--- config.mk ---
export PLATFORM = sky130hd
export DESIGN_NAME = lrdc_back
export DESIGN_NICKNAME = d
export VERILOG_FILES = /design/src/lrdc_pkg.sv /design/src/lrdc_back.sv
export VERILOG_INCLUDE_DIRS = /design/src /design/src/src
export SDC_FILE = /design/constraint.sdc
export NUM_CORES = 1
export LEC_CHECK = 0
export ABC_AREA = 0
export BUFFER_PORTS_ARGS = -buffer_cell sky130_fd_sc_hd__buf_2
export CORE_ASPECT_RATIO = 1.5
export CORE_MARGIN = 10
export CORE_UTILIZATION = 55
export CTS_CLUSTER_DIAMETER = 120
export DETAILED_ROUTE_END_ITERATION = 10
export PLACE_DENSITY = 0.84
export SLEW_MARGIN = 10
export SYNTH_ARGS = -nofsm -noshare
export SYNTH_HDL_FRONTEND = slang
export SYNTH_SLANG_ARGS = --single-unit
--- constraint.sdc ---
create_clock -name clk_i -period 7.1 [get_ports clk_i]
set_input_delay 1.065 -clock clk_i [delete_from_list [all_inputs] [get_ports clk_i]]
set_output_delay 1.065 -clock clk_i [all_outputs]
set_load 0.1 [all_outputs]
--- src/log_record_deframer_checker_macros.svh ---
// ----------------------------------------------------------------------------
// log_record_deframer_checker_macros.svh
// Assertion macros for the record deframer; empty when SYNTH is defined.
// ----------------------------------------------------------------------------
`ifndef LOG_RECORD_DEFRAMER_CHECKER_MACROS_SVH
`define LOG_RECORD_DEFRAMER_CHECKER_MACROS_SVH

`ifndef SYNTH
// same-cycle implication
`define LRDC_ASSERT_IMPL(name, clk, rst_n, ante, cons, msg) \
  name: assert property (@(posedge clk) disable iff (!rst_n) (ante) |-> (cons)) else $error(msg);
// next-cycle implication
`define LRDC_ASSERT_NEXT(name, clk, rst_n, ante, cons, msg) \
  name: assert property (@(posedge clk) disable iff (!rst_n) (ante) |=> (cons)) else $error(msg);
`else
`define LRDC_ASSERT_IMPL(name, clk, rst_n, ante, cons, msg)
`define LRDC_ASSERT_NEXT(name, clk, rst_n, ante, cons, msg)
`endif

`endif

--- src/lrdc_pkg.sv ---
// ----------------------------------------------------------------------------
// lrdc_pkg
// Shared types, codes and the FNV-1a-32 step for the record deframer.
// ----------------------------------------------------------------------------
package lrdc_pkg;

  localparam logic [31:0] FnvBasis   = 32'd2166136261;
  localparam logic [31:0] FnvPrime   = 32'd16777619;
  localparam int unsigned SeqBytes   = 8;
  localparam int unsigned CheckBytes = 4;
  localparam int unsigned QueueDepth = 2;

  // result codes
  localparam logic [2:0] KindKey     = 3'd0;
  localparam logic [2:0] KindValue   = 3'd1;
  localparam logic [2:0] KindAccept  = 3'd2;
  localparam logic [2:0] KindReject  = 3'd3;
  localparam logic [2:0] KindSummary = 3'd4;

  // front-end phase, one-hot
  typedef enum logic [6:0] {
    PhSeq   = 7'b0000001,
    PhOp    = 7'b0000010,
    PhKlen  = 7'b0000100,
    PhKey   = 7'b0001000,
    PhVlen  = 7'b0010000,
    PhVal   = 7'b0100000,
    PhCheck = 7'b1000000
  } lrdc_phase_e;

  // classified byte handed from front to back
  typedef enum logic [3:0] {
    CmdSeq   = 4'd0,
    CmdOp    = 4'd1,
    CmdKlen  = 4'd2,
    CmdKey   = 4'd3,
    CmdVlen  = 4'd4,
    CmdVal   = 4'd5,
    CmdCheck = 4'd6,
    CmdEol   = 4'd7
  } lrdc_cmd_e;

  typedef struct packed {
    lrdc_cmd_e   op;
    logic [7:0]  data;
    logic [2:0]  idx;      // byte lane within the field
    logic        partial;  // end of log: front was inside a record
  } lrdc_entry_t;

  function automatic logic [31:0] fnv_step(input logic [31:0] h, input logic [7:0] b);
    logic [31:0] x;
    x = h ^ {24'h000000, b};
    return x * FnvPrime;
  endfunction

endpackage

--- src/lrdc_back.sv ---
// ----------------------------------------------------------------------------
// lrdc_back
// Hash, checksum compare, replay totals and the result register.
// ----------------------------------------------------------------------------
`include "log_record_deframer_checker_macros.svh"

module lrdc_back (
  input  logic                  clk_i,
  input  logic                  rst_ni,
  input  logic                  head_valid_i,
  input  lrdc_pkg::lrdc_entry_t head_i,
  output logic                  pop_o,
  output logic                  out_valid_o,
  input  logic                  out_ready_i,
  output logic [2:0]            out_kind_o,
  output logic [7:0]            data_byte_o,
  output logic [63:0]           record_sequence_o,
  output logic [7:0]            record_op_o,
  output logic [31:0]           key_length_o,
  output logic [31:0]           value_length_o,
  output logic [63:0]           highest_sequence_o,
  output logic [31:0]           records_accepted_o,
  output logic                  partial_pending_o
);
  import lrdc_pkg::*;

  // record and replay state
  logic [63:0] seq_q, seq_d;
  logic [7:0]  op_q, op_d;
  logic [31:0] klen_q, klen_d;
  logic [31:0] vlen_q, vlen_d;
  logic [31:0] chk_q, chk_d;
  logic [31:0] hash_q, hash_d;
  logic [63:0] max_q, max_d;
  logic [31:0] acc_q, acc_d;
  logic        stopped_q, stopped_d;

  // result register
  logic        out_valid_q;
  logic [2:0]  out_kind_q;
  logic [7:0]  data_q;
  logic [63:0] rseq_q, hseq_q;
  logic [7:0]  rop_q;
  logic [31:0] rklen_q, rvlen_q, racc_q;
  logic        rpart_q;

  logic [2:0]  res_kind;
  logic        emit, load, slot_free, step;
  logic [7:0]  hash_byte;
  logic [31:0] hash_next;
  logic        chk_first, chk_last;

  assign chk_first = (head_i.idx == 3'd0);
  assign chk_last  = (head_i.idx == 3'(CheckBytes - 1));
  assign hash_byte = (head_i.op == CmdCheck) ? op_q : head_i.data;
  assign hash_next = fnv_step(hash_q, hash_byte);

  // does the head entry give a result
  always_comb begin
    emit = 1'b0;
    if (head_i.op == CmdEol) begin
      emit = 1'b1;
    end else if (!stopped_q) begin
      emit = (head_i.op == CmdKey) || (head_i.op == CmdVal) ||
             ((head_i.op == CmdCheck) && chk_last);
    end
  end

  assign slot_free = !out_valid_q || out_ready_i;
  assign pop_o     = head_valid_i && (!emit || slot_free);
  assign load      = pop_o && emit;
  assign step      = pop_o && (!stopped_q || (head_i.op == CmdEol));

  always_comb begin
    seq_d     = seq_q;
    op_d      = op_q;
    klen_d    = klen_q;
    vlen_d    = vlen_q;
    chk_d     = chk_q;
    hash_d    = hash_q;
    max_d     = max_q;
    acc_d     = acc_q;
    stopped_d = stopped_q;
    res_kind  = KindKey;
    case (head_i.op)
      CmdSeq:  seq_d[{head_i.idx, 3'b000} +: 8] = head_i.data;
      CmdOp:   op_d = head_i.data;
      CmdKlen: klen_d[{head_i.idx[1:0], 3'b000} +: 8] = head_i.data;
      CmdVlen: vlen_d[{head_i.idx[1:0], 3'b000} +: 8] = head_i.data;
      CmdKey: begin
        res_kind = KindKey;
        hash_d   = hash_next;
      end
      CmdVal: begin
        res_kind = KindValue;
        hash_d   = hash_next;
      end
      CmdCheck: begin
        chk_d[{head_i.idx[1:0], 3'b000} +: 8] = head_i.data;
        // fold in the op on the first check byte so the compare is ready
        if (chk_first) begin
          hash_d = hash_next;
        end
        if (chk_last) begin
          if (hash_q == chk_d) begin
            res_kind = KindAccept;
            if (seq_q > max_q) begin
              max_d = seq_q;
            end
            if (acc_q != '1) begin
              acc_d = acc_q + 32'd1;
            end
            seq_d  = '0;
            op_d   = '0;
            klen_d = '0;
            vlen_d = '0;
            chk_d  = '0;
            hash_d = FnvBasis;
          end else begin
            res_kind  = KindReject;
            stopped_d = 1'b1;
          end
        end
      end
      CmdEol: begin
        res_kind  = KindSummary;
        seq_d     = '0;
        op_d      = '0;
        klen_d    = '0;
        vlen_d    = '0;
        chk_d     = '0;
        hash_d    = FnvBasis;
        max_d     = '0;
        acc_d     = '0;
        stopped_d = 1'b0;
      end
      default: ;
    endcase
  end

  always_ff @(posedge clk_i or negedge rst_ni) begin
    if (!rst_ni) begin
      seq_q     <= '0;
      op_q      <= '0;
      klen_q    <= '0;
      vlen_q    <= '0;
      chk_q     <= '0;
      hash_q    <= FnvBasis;
      max_q     <= '0;
      acc_q     <= '0;
      stopped_q <= 1'b0;
    end else if (step) begin
      seq_q     <= seq_d;
      op_q      <= op_d;
      klen_q    <= klen_d;
      vlen_q    <= vlen_d;
      chk_q     <= chk_d;
      hash_q    <= hash_d;
      max_q     <= max_d;
      acc_q     <= acc_d;
      stopped_q <= stopped_d;
    end
  end

  always_ff @(posedge clk_i or negedge rst_ni) begin
    if (!rst_ni) begin
      out_valid_q <= 1'b0;
    end else if (load) begin
      out_valid_q <= 1'b1;
    end else if (out_ready_i) begin
      out_valid_q <= 1'b0;
    end
  end

  // unused fields of each result are zero
  always_ff @(posedge clk_i) begin
    if (load) begin
      out_kind_q <= res_kind;
      data_q     <= ((res_kind == KindKey) || (res_kind == KindValue)) ? head_i.data : 8'h00;
      if ((res_kind == KindAccept) || (res_kind == KindReject)) begin
        rseq_q  <= seq_q;
        rop_q   <= op_q;
        rklen_q <= klen_q;
        rvlen_q <= vlen_q;
      end else begin
        rseq_q  <= '0;
        rop_q   <= '0;
        rklen_q <= '0;
        rvlen_q <= '0;
      end
      if (res_kind == KindSummary) begin
        hseq_q  <= max_q;
        racc_q  <= acc_q;
        rpart_q <= head_i.partial && !stopped_q;
      end else begin
        hseq_q  <= '0;
        racc_q  <= '0;
        rpart_q <= 1'b0;
      end
    end
  end

  assign out_valid_o        = out_valid_q;
  assign out_kind_o         = out_kind_q;
  assign data_byte_o        = data_q;
  assign record_sequence_o  = rseq_q;
  assign record_op_o        = rop_q;
  assign key_length_o       = rklen_q;
  assign value_length_o     = rvlen_q;
  assign highest_sequence_o = hseq_q;
  assign records_accepted_o = racc_q;
  assign partial_pending_o  = rpart_q;

  `LRDC_ASSERT_IMPL(a_stopped_quiet, clk_i, rst_ni, stopped_q && pop_o && (head_i.op != CmdEol), !load, "result after rejection")
  `LRDC_ASSERT_NEXT(a_summary_clears, clk_i, rst_ni, load && (res_kind == KindSummary), !stopped_q && (hash_q == FnvBasis) && (acc_q == '0), "summary left state behind")

endmodule
# Word level (Yosys, flattened, before mapping)
# Index checks and enable logic that the tools add are counted.
[totals] ff_bits=542 latchBits=0 mem_bits_rw=0 rom_bits=0 in_bits=20 out_inout_bits=246 word_cells=123 memories=0
[op_classes] n_addsub=3 multipliers=1 n_div=0 order_cmp=1 eq_ne=19 shifts=4 n_mux=40 bitwise=1 reduce_logical=35
[ops] operator="$mux W32" n=10
[ops] operator="$mux W64" n=5
[ops] operator="$pmux W32 S3" n=3
[ops] operator="$pmux W64 S3" n=1
[ops] operator="$pmux W32 S2" n=2
[ops] operator="$pmux W64 S2" n=1
[ops] operator="$bwmux W32" n=3
[ops] operator="$bwmux W64" n=1
[ops] operator="$gt A64 B64 Y1" n=1
[ops] operator="$shift A8 B8 Y64 const A" n=1
[ops] operator="$shiftx A8 B8 Y64" n=1
[ops] operator="$add A32 B1 Y32 const B" n=1
[ops] operator="$eq A32 B32 Y1" n=1
[ops] operator="$mul A32 B25 Y32 const B" n=1
[ops] operator="$ne A32 B32 Y1 const B" n=1
[ops] operator="$shift A8 B7 Y32 const A" n=1
[ops] operator="$shiftx A8 B7 Y32" n=1
[ops] operator="$xor A32 B8 Y32" n=1
[ops] operator="$mux W8" n=3
[ops] operator="$pmux W8 S3" n=1
[ops] operator="$reduce_and A4 Y1" n=5
[ops] operator="$eq A4 B3 Y1 const B" n=4
[ops] operator="$reduce_bool A3 Y1" n=5
[ops] operator="$reduce_and A5 Y1" n=2
[ops] operator="21 further kinds" n=48

# Depth between registers and ports, before layout
# Gate-level depths: netlist of run 1.
[logic_depth] word_depth=10 depth_mapped=28 mapped_depth_nobuf=26

# Least setup slack after synthesis of run 1
# No wires, ideal clock.
[synth_path] kind="in2reg" startpoint="input port head_i[14] in the netlist's numbering" endpoint="register hash_q[31]" setup_ns=0.073 t_arrival_ns=7.651 required_ns=7.027 path_slack_ns=-0.624 stages=26 path_buffers=2 path_cell_list="buf_2 -> nor2b_1 -> nand2_1 -> nor2_1 -> clkbuf_1 -> mux2i_1 -> xnor2_1 -> ha_1 -> ha_1 -> ha_1 -> ha_1 -> fa_1 -> ha_1 -> inv_1 -> fa_1 -> inv_1 -> ha_1 -> or4_1 -> o21a_1 -> o41ai_2 -> o21ai_0 -> a211oi_1 -> o21bai_1 -> a21oi_1 -> xnor2_1 -> a21oi_1"
[synth_via] elab_chain_len=10 elab_cells_between_ends=24 classes_between="mul: 1; eq/ne: 4; mux: 7; bitwise: 1; reduce/logical: 11"
[synth_rtl] element="start: declaration" line="lrdc_back.sv:11" text="input lrdc_pkg::lrdc_entry_t head_i,"
[synth_rtl] element="parallel branches: the longest is 10 deep, another holds $mul A32 B25 Y32"
[synth_rtl] element="end signal: assignment" line="lrdc_back.sv:148" text="hash_q <= FnvBasis;"
[synth_rtl] element="end signal: assignment" line="lrdc_back.sv:158" text="hash_q <= hash_d;"
[synth_rtl] element="end: declaration" line="lrdc_back.sv:33" text="logic [31:0] hash_q, hash_d;"
# Parallel ways; which one is timed is not known.
# A chain may end at the register's enable or synchronous reset.

# Worst setup path after layout of run 1
# Same ends and word-level chain as after synthesis.

==> results of run 1 <==
## state kept, by name, indices dropped and copies added, names as in the netlist, 3 cells and up
register,cells
highest_sequence_o,64
max_q,64
record_sequence_o,64
seq_q,64
acc_q,32
chk_q,32
hash_q,32
key_length_o,32
klen_q,32
records_accepted_o,32
value_length_o,32
vlen_q,32
data_byte_o,8
op_q,8
record_op_o,8
out_kind_o,3
## synth_stat cells (all sizes together), types with 22 or more instances
master / instances
a21oi: 68
and2: 157
nand2: 142
dfrtp: 284
nand3: 31
a21o: 22
clkbuf: 69
a22o: 95
nor2: 149
fa: 74
ha: 255
xnor2: 52
buf: 48
xor2: 39
nor2b: 26
edfxtp: 244
inv: 292
o21ai: 93
nand4: 33
and3: 54
a32o: 70
mux2i: 72
## kinds of logic (layout without fill, tap and decap cells)
logic type | count (synthesis) | in the layout | share of synthesized area, %
compound gates | 451 | 451 | 11.4
xor+xnor | 91 | 91 | 2.70
fa+ha+maj | 329 | 329 | 15.8
buf+inv | 410 | 704 | 5.58
flops | 542 | 542 | 50.1
mux | 72 | 72 | 2.44
simple gates | 671 | 671 | 12.0
## metal layers
layer,wire (um),track usage (%),up-vias
met5,80,0,-
met1,28100,27.1,10700
li1,-,-,9538
met4,5870,16.0,12
met2,41600,44.0,1008
met3,5530,4.40,318
## worst paths after layout
check	endpoint	slack [ps]	cells past startpoint
max in group asynchronous	seq_q[11]	5030	2
setup reg to reg	hash_q[31]	1090	21
hold / removal	chk_q[26]	490	1
hold reg to reg	chk_q[26]	490	1
setup / recovery	hash_q[31]	340	26
min in group asynchronous	klen_q[8]	500	1
## layout by cell type, fill, tap and decap left out, drive strengths merged, types with 93 or more instances in the layout
| cell | count |
|---|---|
| ha | 255 |
| o21ai | 93 |
| dfrtp | 284 |
| nand2 | 142 |
| a22o | 95 |
| edfxtp | 244 |
| and2 | 157 |
| buf | 325 |
| inv | 296 |
| nor2 | 149 |
## through the flow
stage / hold slack, ps / setup WS [ps] / setup TNS, ps / area, um2 / instances
final: 492 / 340 / 0 / 33300 / 3549
after global routing: 516 / 71.4 / 0 / 33300 / 3549
after CTS: 492 / 414 / 0 / 33300 / 3549
after detailed placement: 475 / -133 / -330 / 31800 / 3463
after global placement: 466 / 4.09 / 0 / 31800 / 3463
after floorplan: 451 / -157 / -157 / 29600 / 2566
## worst max-delay path: cells and delay by family
kind	cells	cell delay [ps]
AO/OA/AOI/OAI	7	1620
XOR/XNOR	2	340
adder cells (fa/ha/maj)	8	2590
buffers and inverters	4	330
multiplexers	1	260
AND/OR/NAND/NOR	4	1020
## final cells by class
| cell class | instances | area, um2 | area share [%] |
|---|---|---|---|
| Multi-Input combinational cell | 1614 | 13100 | 39.5 |
| Sequential cell | 542 | 14800 | 44.5 |
| Timing Repair Buffer | 325 | 1860 | 5.59 |
| Clock inverter | 28 | 295 | 0.887 |
| Inverter | 293 | 1100 | 3.31 |
| Clock buffer | 58 | 1230 | 3.69 |
| Tap cell | 689 | 862 | 2.59 |
==> impl_metrics.csv, run 1 <==
group,metric,value,unit
run_status,outcome,"complete, no violations",
clock_network,cts_buffers,46,
finish,layout-drive-gt1-share,15.4,%
clock_network,h-tree-depth,2,
logic_synthesis,synth_top_area_share,24.8,%
sta,setup_viol,0,
routing,wirelength,81200,um
placement,dpl.hpwl,59800,um
hold_path,hp-start,"chk_q[26]",
die,start_util,55.3,%
critical_path,required,7580,ps
sta,maxSlewViolCount,0,
logic_synthesis,synth.cell_area,29500,um2
grt,grt_pass1_vias,22200,
grt,antenna_found_initial,6,
finish,nFillCells,3967,
die,die_w,209,um
die,ios,266,
die,core-area,53500,um2
logic_synthesis,post-synth-top-area-cell,"edfxtp_1",
critical_path,rr_startpoint,"hash_q[18]",
critical_path,critical_path_class,"primary input to register",
clock_network,clock_sinks,542,
sta,rsz0062_at_grt,"no",
grt,grt_usage,25.0,%
routing,dr.pass1.iters,6,
sta,finalCritPeriodShare,95.2,%
critical_path,cp_data_arrival_time,7240,ps
logic_synthesis,ys_types,79,
logic_synthesis,synth_flop_cell,"dfrtp_1",
clock_network,clkSlewWorstSetupHoldPaths,80,ps
sta,hold_viol_final,0,
die,die-height,304,um
clock_network,ctsLongestPathBuffers,3,
clock_network,hold_buffers,0,
critical_path,slowest_delay,540,ps
die,num_rows,104,
critical_path,end_kind,"register",
routing,via_per_inst,6.07,
die,die_area,63600,um2
critical_path,worst_path_most_repeated_cell,"ha_1",
hold_path,hold_class,"register to register",
critical_path,cp_max_fo,4,
critical_path,startpoint,"head_i[14]",
routing,drc,0,
logic_synthesis,synthCells,2566,
critical_path,slowest_stage,"or4_1",
clock_network,tritoncts,"done",
logic_synthesis,synth-edff-count,244,
logic_synthesis,ys_async_sr_fraction,55.0,%
routing,wl_per_cell,22.9,um
finish,final_core_util,62.3,%
grt,grt_max_degree,197,
placement,routabilityCongestion,0.986,
sta,period_needed,6760,ps
sta,max_slew_margin,11.8,%
sta,worstMarginPinSlew,1320,ps
logic_synthesis,yosysSeqAreaShare,50.1,%
routing,ant_nets,0,
finish,areaGrowthSynthToFinish,12.7,%
logic_synthesis,synth_area_leaders,"edfxtp_1 25%, dfrtp_1 24%, ha_1 11%",
logic_synthesis,synth_nets,2915,
grt,overflow,0,
logic_synthesis,syn_avg_cell_area,11.5,um2
routing,drtIter0Drc,1851,
placement,port_buffers,265,
clock_network,post-cts-setup-buffers,0,
run,drv_cap,0,
finish,diodes,0,
finish,final_nets,3171,
clock_network,clk_root_buffer_cell,"clkbuf_16",
sta,fmax,0.148,GHz
grt,grt_pass1_wl,127000,um
routing,vias,21500,
logic_synthesis,ys_ff_latch,542,
critical_path,cp-start-kind,"primary input",
sta,clock_skew,16.8,ps
logic_synthesis,yosys_warnings,0,
clock_network,cts_resized,0,
clock_network,clock_latency,580,ps
Power of run 1 is not shown: default switching activity piles up to over one toggle a cycle in this logic, so the estimate is an artifact.
==> run 2, diff against run 1 <==
--- a/config.mk
+++ b/config.mk
@@ -6,14 +6,14 @@
 export SDC_FILE = /design/constraint.sdc
 export NUM_CORES = 1
 export LEC_CHECK = 0
-export ABC_AREA = 0
+export ABC_AREA = 1
 export BUFFER_PORTS_ARGS = -buffer_cell sky130_fd_sc_hd__buf_2
 export CORE_ASPECT_RATIO = 1.5
 export CORE_MARGIN = 10
 export CORE_UTILIZATION = 55
 export CTS_CLUSTER_DIAMETER = 120
 export DETAILED_ROUTE_END_ITERATION = 10
-export PLACE_DENSITY = 0.84
+export PLACE_DENSITY = 0.83
 export SLEW_MARGIN = 10
 export SYNTH_ARGS = -nofsm -noshare
 export SYNTH_HDL_FRONTEND = slang
==> impl_metrics.csv, run 2 <==
group,metric,value,unit
run_status,outcome,"complete, no violations",
clock_network,tritoncts,"done",
grt,grt_max_degree,119,
critical_path,required,7670,ps
sta,maxSlewViolCount,0,
placement,dpl.hpwl,72700,um
critical_path,critical_path_class,"primary input to register",
finish,stdcell_count,4768,
clock_network,post-cts-setup-buffers,0,
clock_network,cts_resized,0,
run,drv_cap,0,
placement,dp.cells,4665,
logic_synthesis,synth_top_area_share,23.0,%
sta,worst_slack,784,ps
logic_synthesis,synthCells,3693,
logic_synthesis,synth-edff-count,244,
routing,drc,0,
critical_path,cp-start-kind,"primary input",
sta,setup_tns,0,ps
sta,period_needed,6320,ps
die,num_rows,107,
sta,fmax,0.158,GHz
critical_path,slowest_delay,530,ps
routing,wl_per_cell,20.3,um
die,die_w,216,um
clock_network,clock_latency,640,ps
critical_path,ff2ff_setup_slack,1080,ps
grt,overflow,0,
clock_network,clkSlewWorstSetupHoldPaths,70,ps
die,core-area,57000,um2
logic_synthesis,synth.cell_area,31800,um2
critical_path,cp_data_arrival_time,6890,ps
clock_network,hold_buffers,0,
routing,via_per_inst,5.53,
critical_path,slowest_stage,"fa_1",
clock_network,h-tree-depth,2,
logic_synthesis,synth_most_common_cell,"nand2_1",
logic_synthesis,yosysSeqAreaShare,46.5,%
finish,areaGrowthSynthToFinish,12.6,%
grt,grt_pass1_wl,149000,um
sta,finalCritPeriodShare,89.0,%
sta,clock_skew,40.9,ps
placement,routabilityCongestion,1.03,
grt,antenna_found_initial,7,
sta,whs,468,ps
critical_path,cp_max_fo,21,
die,die_area,68000,um2
clock_network,ctsLongestPathBuffers,3,
logic_synthesis,synth_area_leaders,"edfxtp_1 23%, dfrtp_1 22%, nand2_1 11%",
grt,grt_pass1_vias,26400,
sta,max_slew_margin,24.6,%
finish,final_common_cell,"nand2_1",
finish,final_cell_mix,"891 x nand2_1, 600 x inv_1, 459 x nor2_1, 284 x dfrtp_1, 264 x buf_2",
critical_path,end_kind,"register",
logic_synthesis,synth_flop_cell,"dfrtp_1",
sta,worstMarginPinSlew,1130,ps
logic_synthesis,ys_types,55,
routing,drtIter0Drc,2538,
clock_network,clock_sinks,542,
critical_path,rr_startpoint,"hash_q[18]",
logic_synthesis,syn_avg_cell_area,8.61,um2
logic_synthesis,synth_common_cells,"892 x nand2_1, 602 x inv_1, 462 x nor2_1, 284 x dfrtp_1, 255 x ha_1",
critical_path,r2r_cells,22,
grt,grt_usage,28.2,%
placement,port_buffers,265,
clock_network,cts_buffers,52,
die,ios,266,
logic_synthesis,yosys_warnings,0,
critical_path,r2r_end,"hash_q[31]",
clock_network,clk_root_buffer_cell,"clkbuf_16",
routing,dr.pass1.iters,7,
finish,final_nets,4305,
placement,pre_cts_ws,92.5,ps
logic_synthesis,synth_nets,4042,
routing,vias,26400,
sta,hold_viol_final,0,
logic_synthesis,ys_async_sr_fraction,55.0,%
critical_path,cpLargestDelayFamily,"adder cells",
logic_synthesis,post-synth-top-area-cell,"edfxtp_1",
critical_path,worst_path_most_repeated_cell,"ha_1",
die,die-height,314,um
critical_path,crit_buf_inv,6,
routing,ant_nets,0,
logic_synthesis,ys_ff_latch,542,
sta,setup_viol,0,
die,start_util,55.8,%
routing,wirelength,96700,um
hold_path,hold_class,"primary input to asynchronous set/reset pin",
finish,layout-drive-gt1-share,12.6,%
sta,rsz0062_at_grt,"no",
==> run 2: cell count changes after synthesis, moves of 54 or more <==
cell     change
a22o_1      -95
inv_1      +310
nand3_1    +159
and3_1      -54
mux2i_1     -72
o21ai_0    +116
nand2_1    +750
and2_1     -157
nor2_1     +314
a32o_1      -70
==> run 2: logic make-up after synthesis <==
logic type	Yosys count	synth area share, %
and+or+nand+nor	1696	22.3
AOI/OAI and AO/OA	377	6.48
xor gates and xnor gates	31	0.854
buffers and inverters	718	9.08
adders and majority gates	329	14.7
DFF	542	46.5
==> run 2: cell type report <==
type                       instances  area, um2
fill                            4717      21200
clock buffer                      62       1380
clock inverter                    36        458
antenna                            5       12.5
tap                              763        955
multi-input combinational       2433      14100
sequential                       542      14800
inverter                         611       2310
timing repair buffer             316       1730
==> run 2: metrics by stage <==
step,utilization [%],instance area (um2)
2_1_floorplan,-,31800
3_3_place_gp,59.5,33900
3_5_place_dp,59.5,33900
4_1_cts,62.7,35800
5_1_grt,62.8,35800
6_report,62.8,35800
==> run 2: worst max path at each step <==
stage | from | end | cells past startpoint
2_1_floorplan | head_i[14] | data_byte_o[0] | 11
3_3_place_gp | head_i[13] | hash_q[25] | 25
3_5_place_dp | head_i[13] | hash_q[25] | 25
4_1_cts | head_i[13] | hash_q[25] | 25
5_1_grt | head_i[13] | hash_q[17] | 26
6_report | head_i[13] | hash_q[25] | 25
==> run 2: routing by layer <==
metal | global-route usage, % | routed length (um) | vias to the layer above
met5 | 0 | 0 | -
met4 | 18.4 | 6850 | 0
met3 | 5.07 | 7420 | 332
met2 | 49.0 | 48500 | 1223
met1 | 31.1 | 34000 | 12500
li1 | - | - | 12300
==> run 2: worst reg2reg max path, cell delays in order, from the launching register on <==
cell and delay, ps:
dfstp_2 740, ha_1 300, ha_1 270, inv_1 50
fa_1 530, inv_1 40, ha_1 350, ha_1 370
fa_1 580, fa_1 510, ha_1 410, inv_1 170
o21bai_1 120, o21bai_1 290, a21oi_1 270, o21ai_0 130
nor2_1 380, nand3_1 160, nand3_1 110, nand2_1 60
inv_1 60, nand2_1 40, nand2_1 50
Power of run 2 is left out for the same reason.
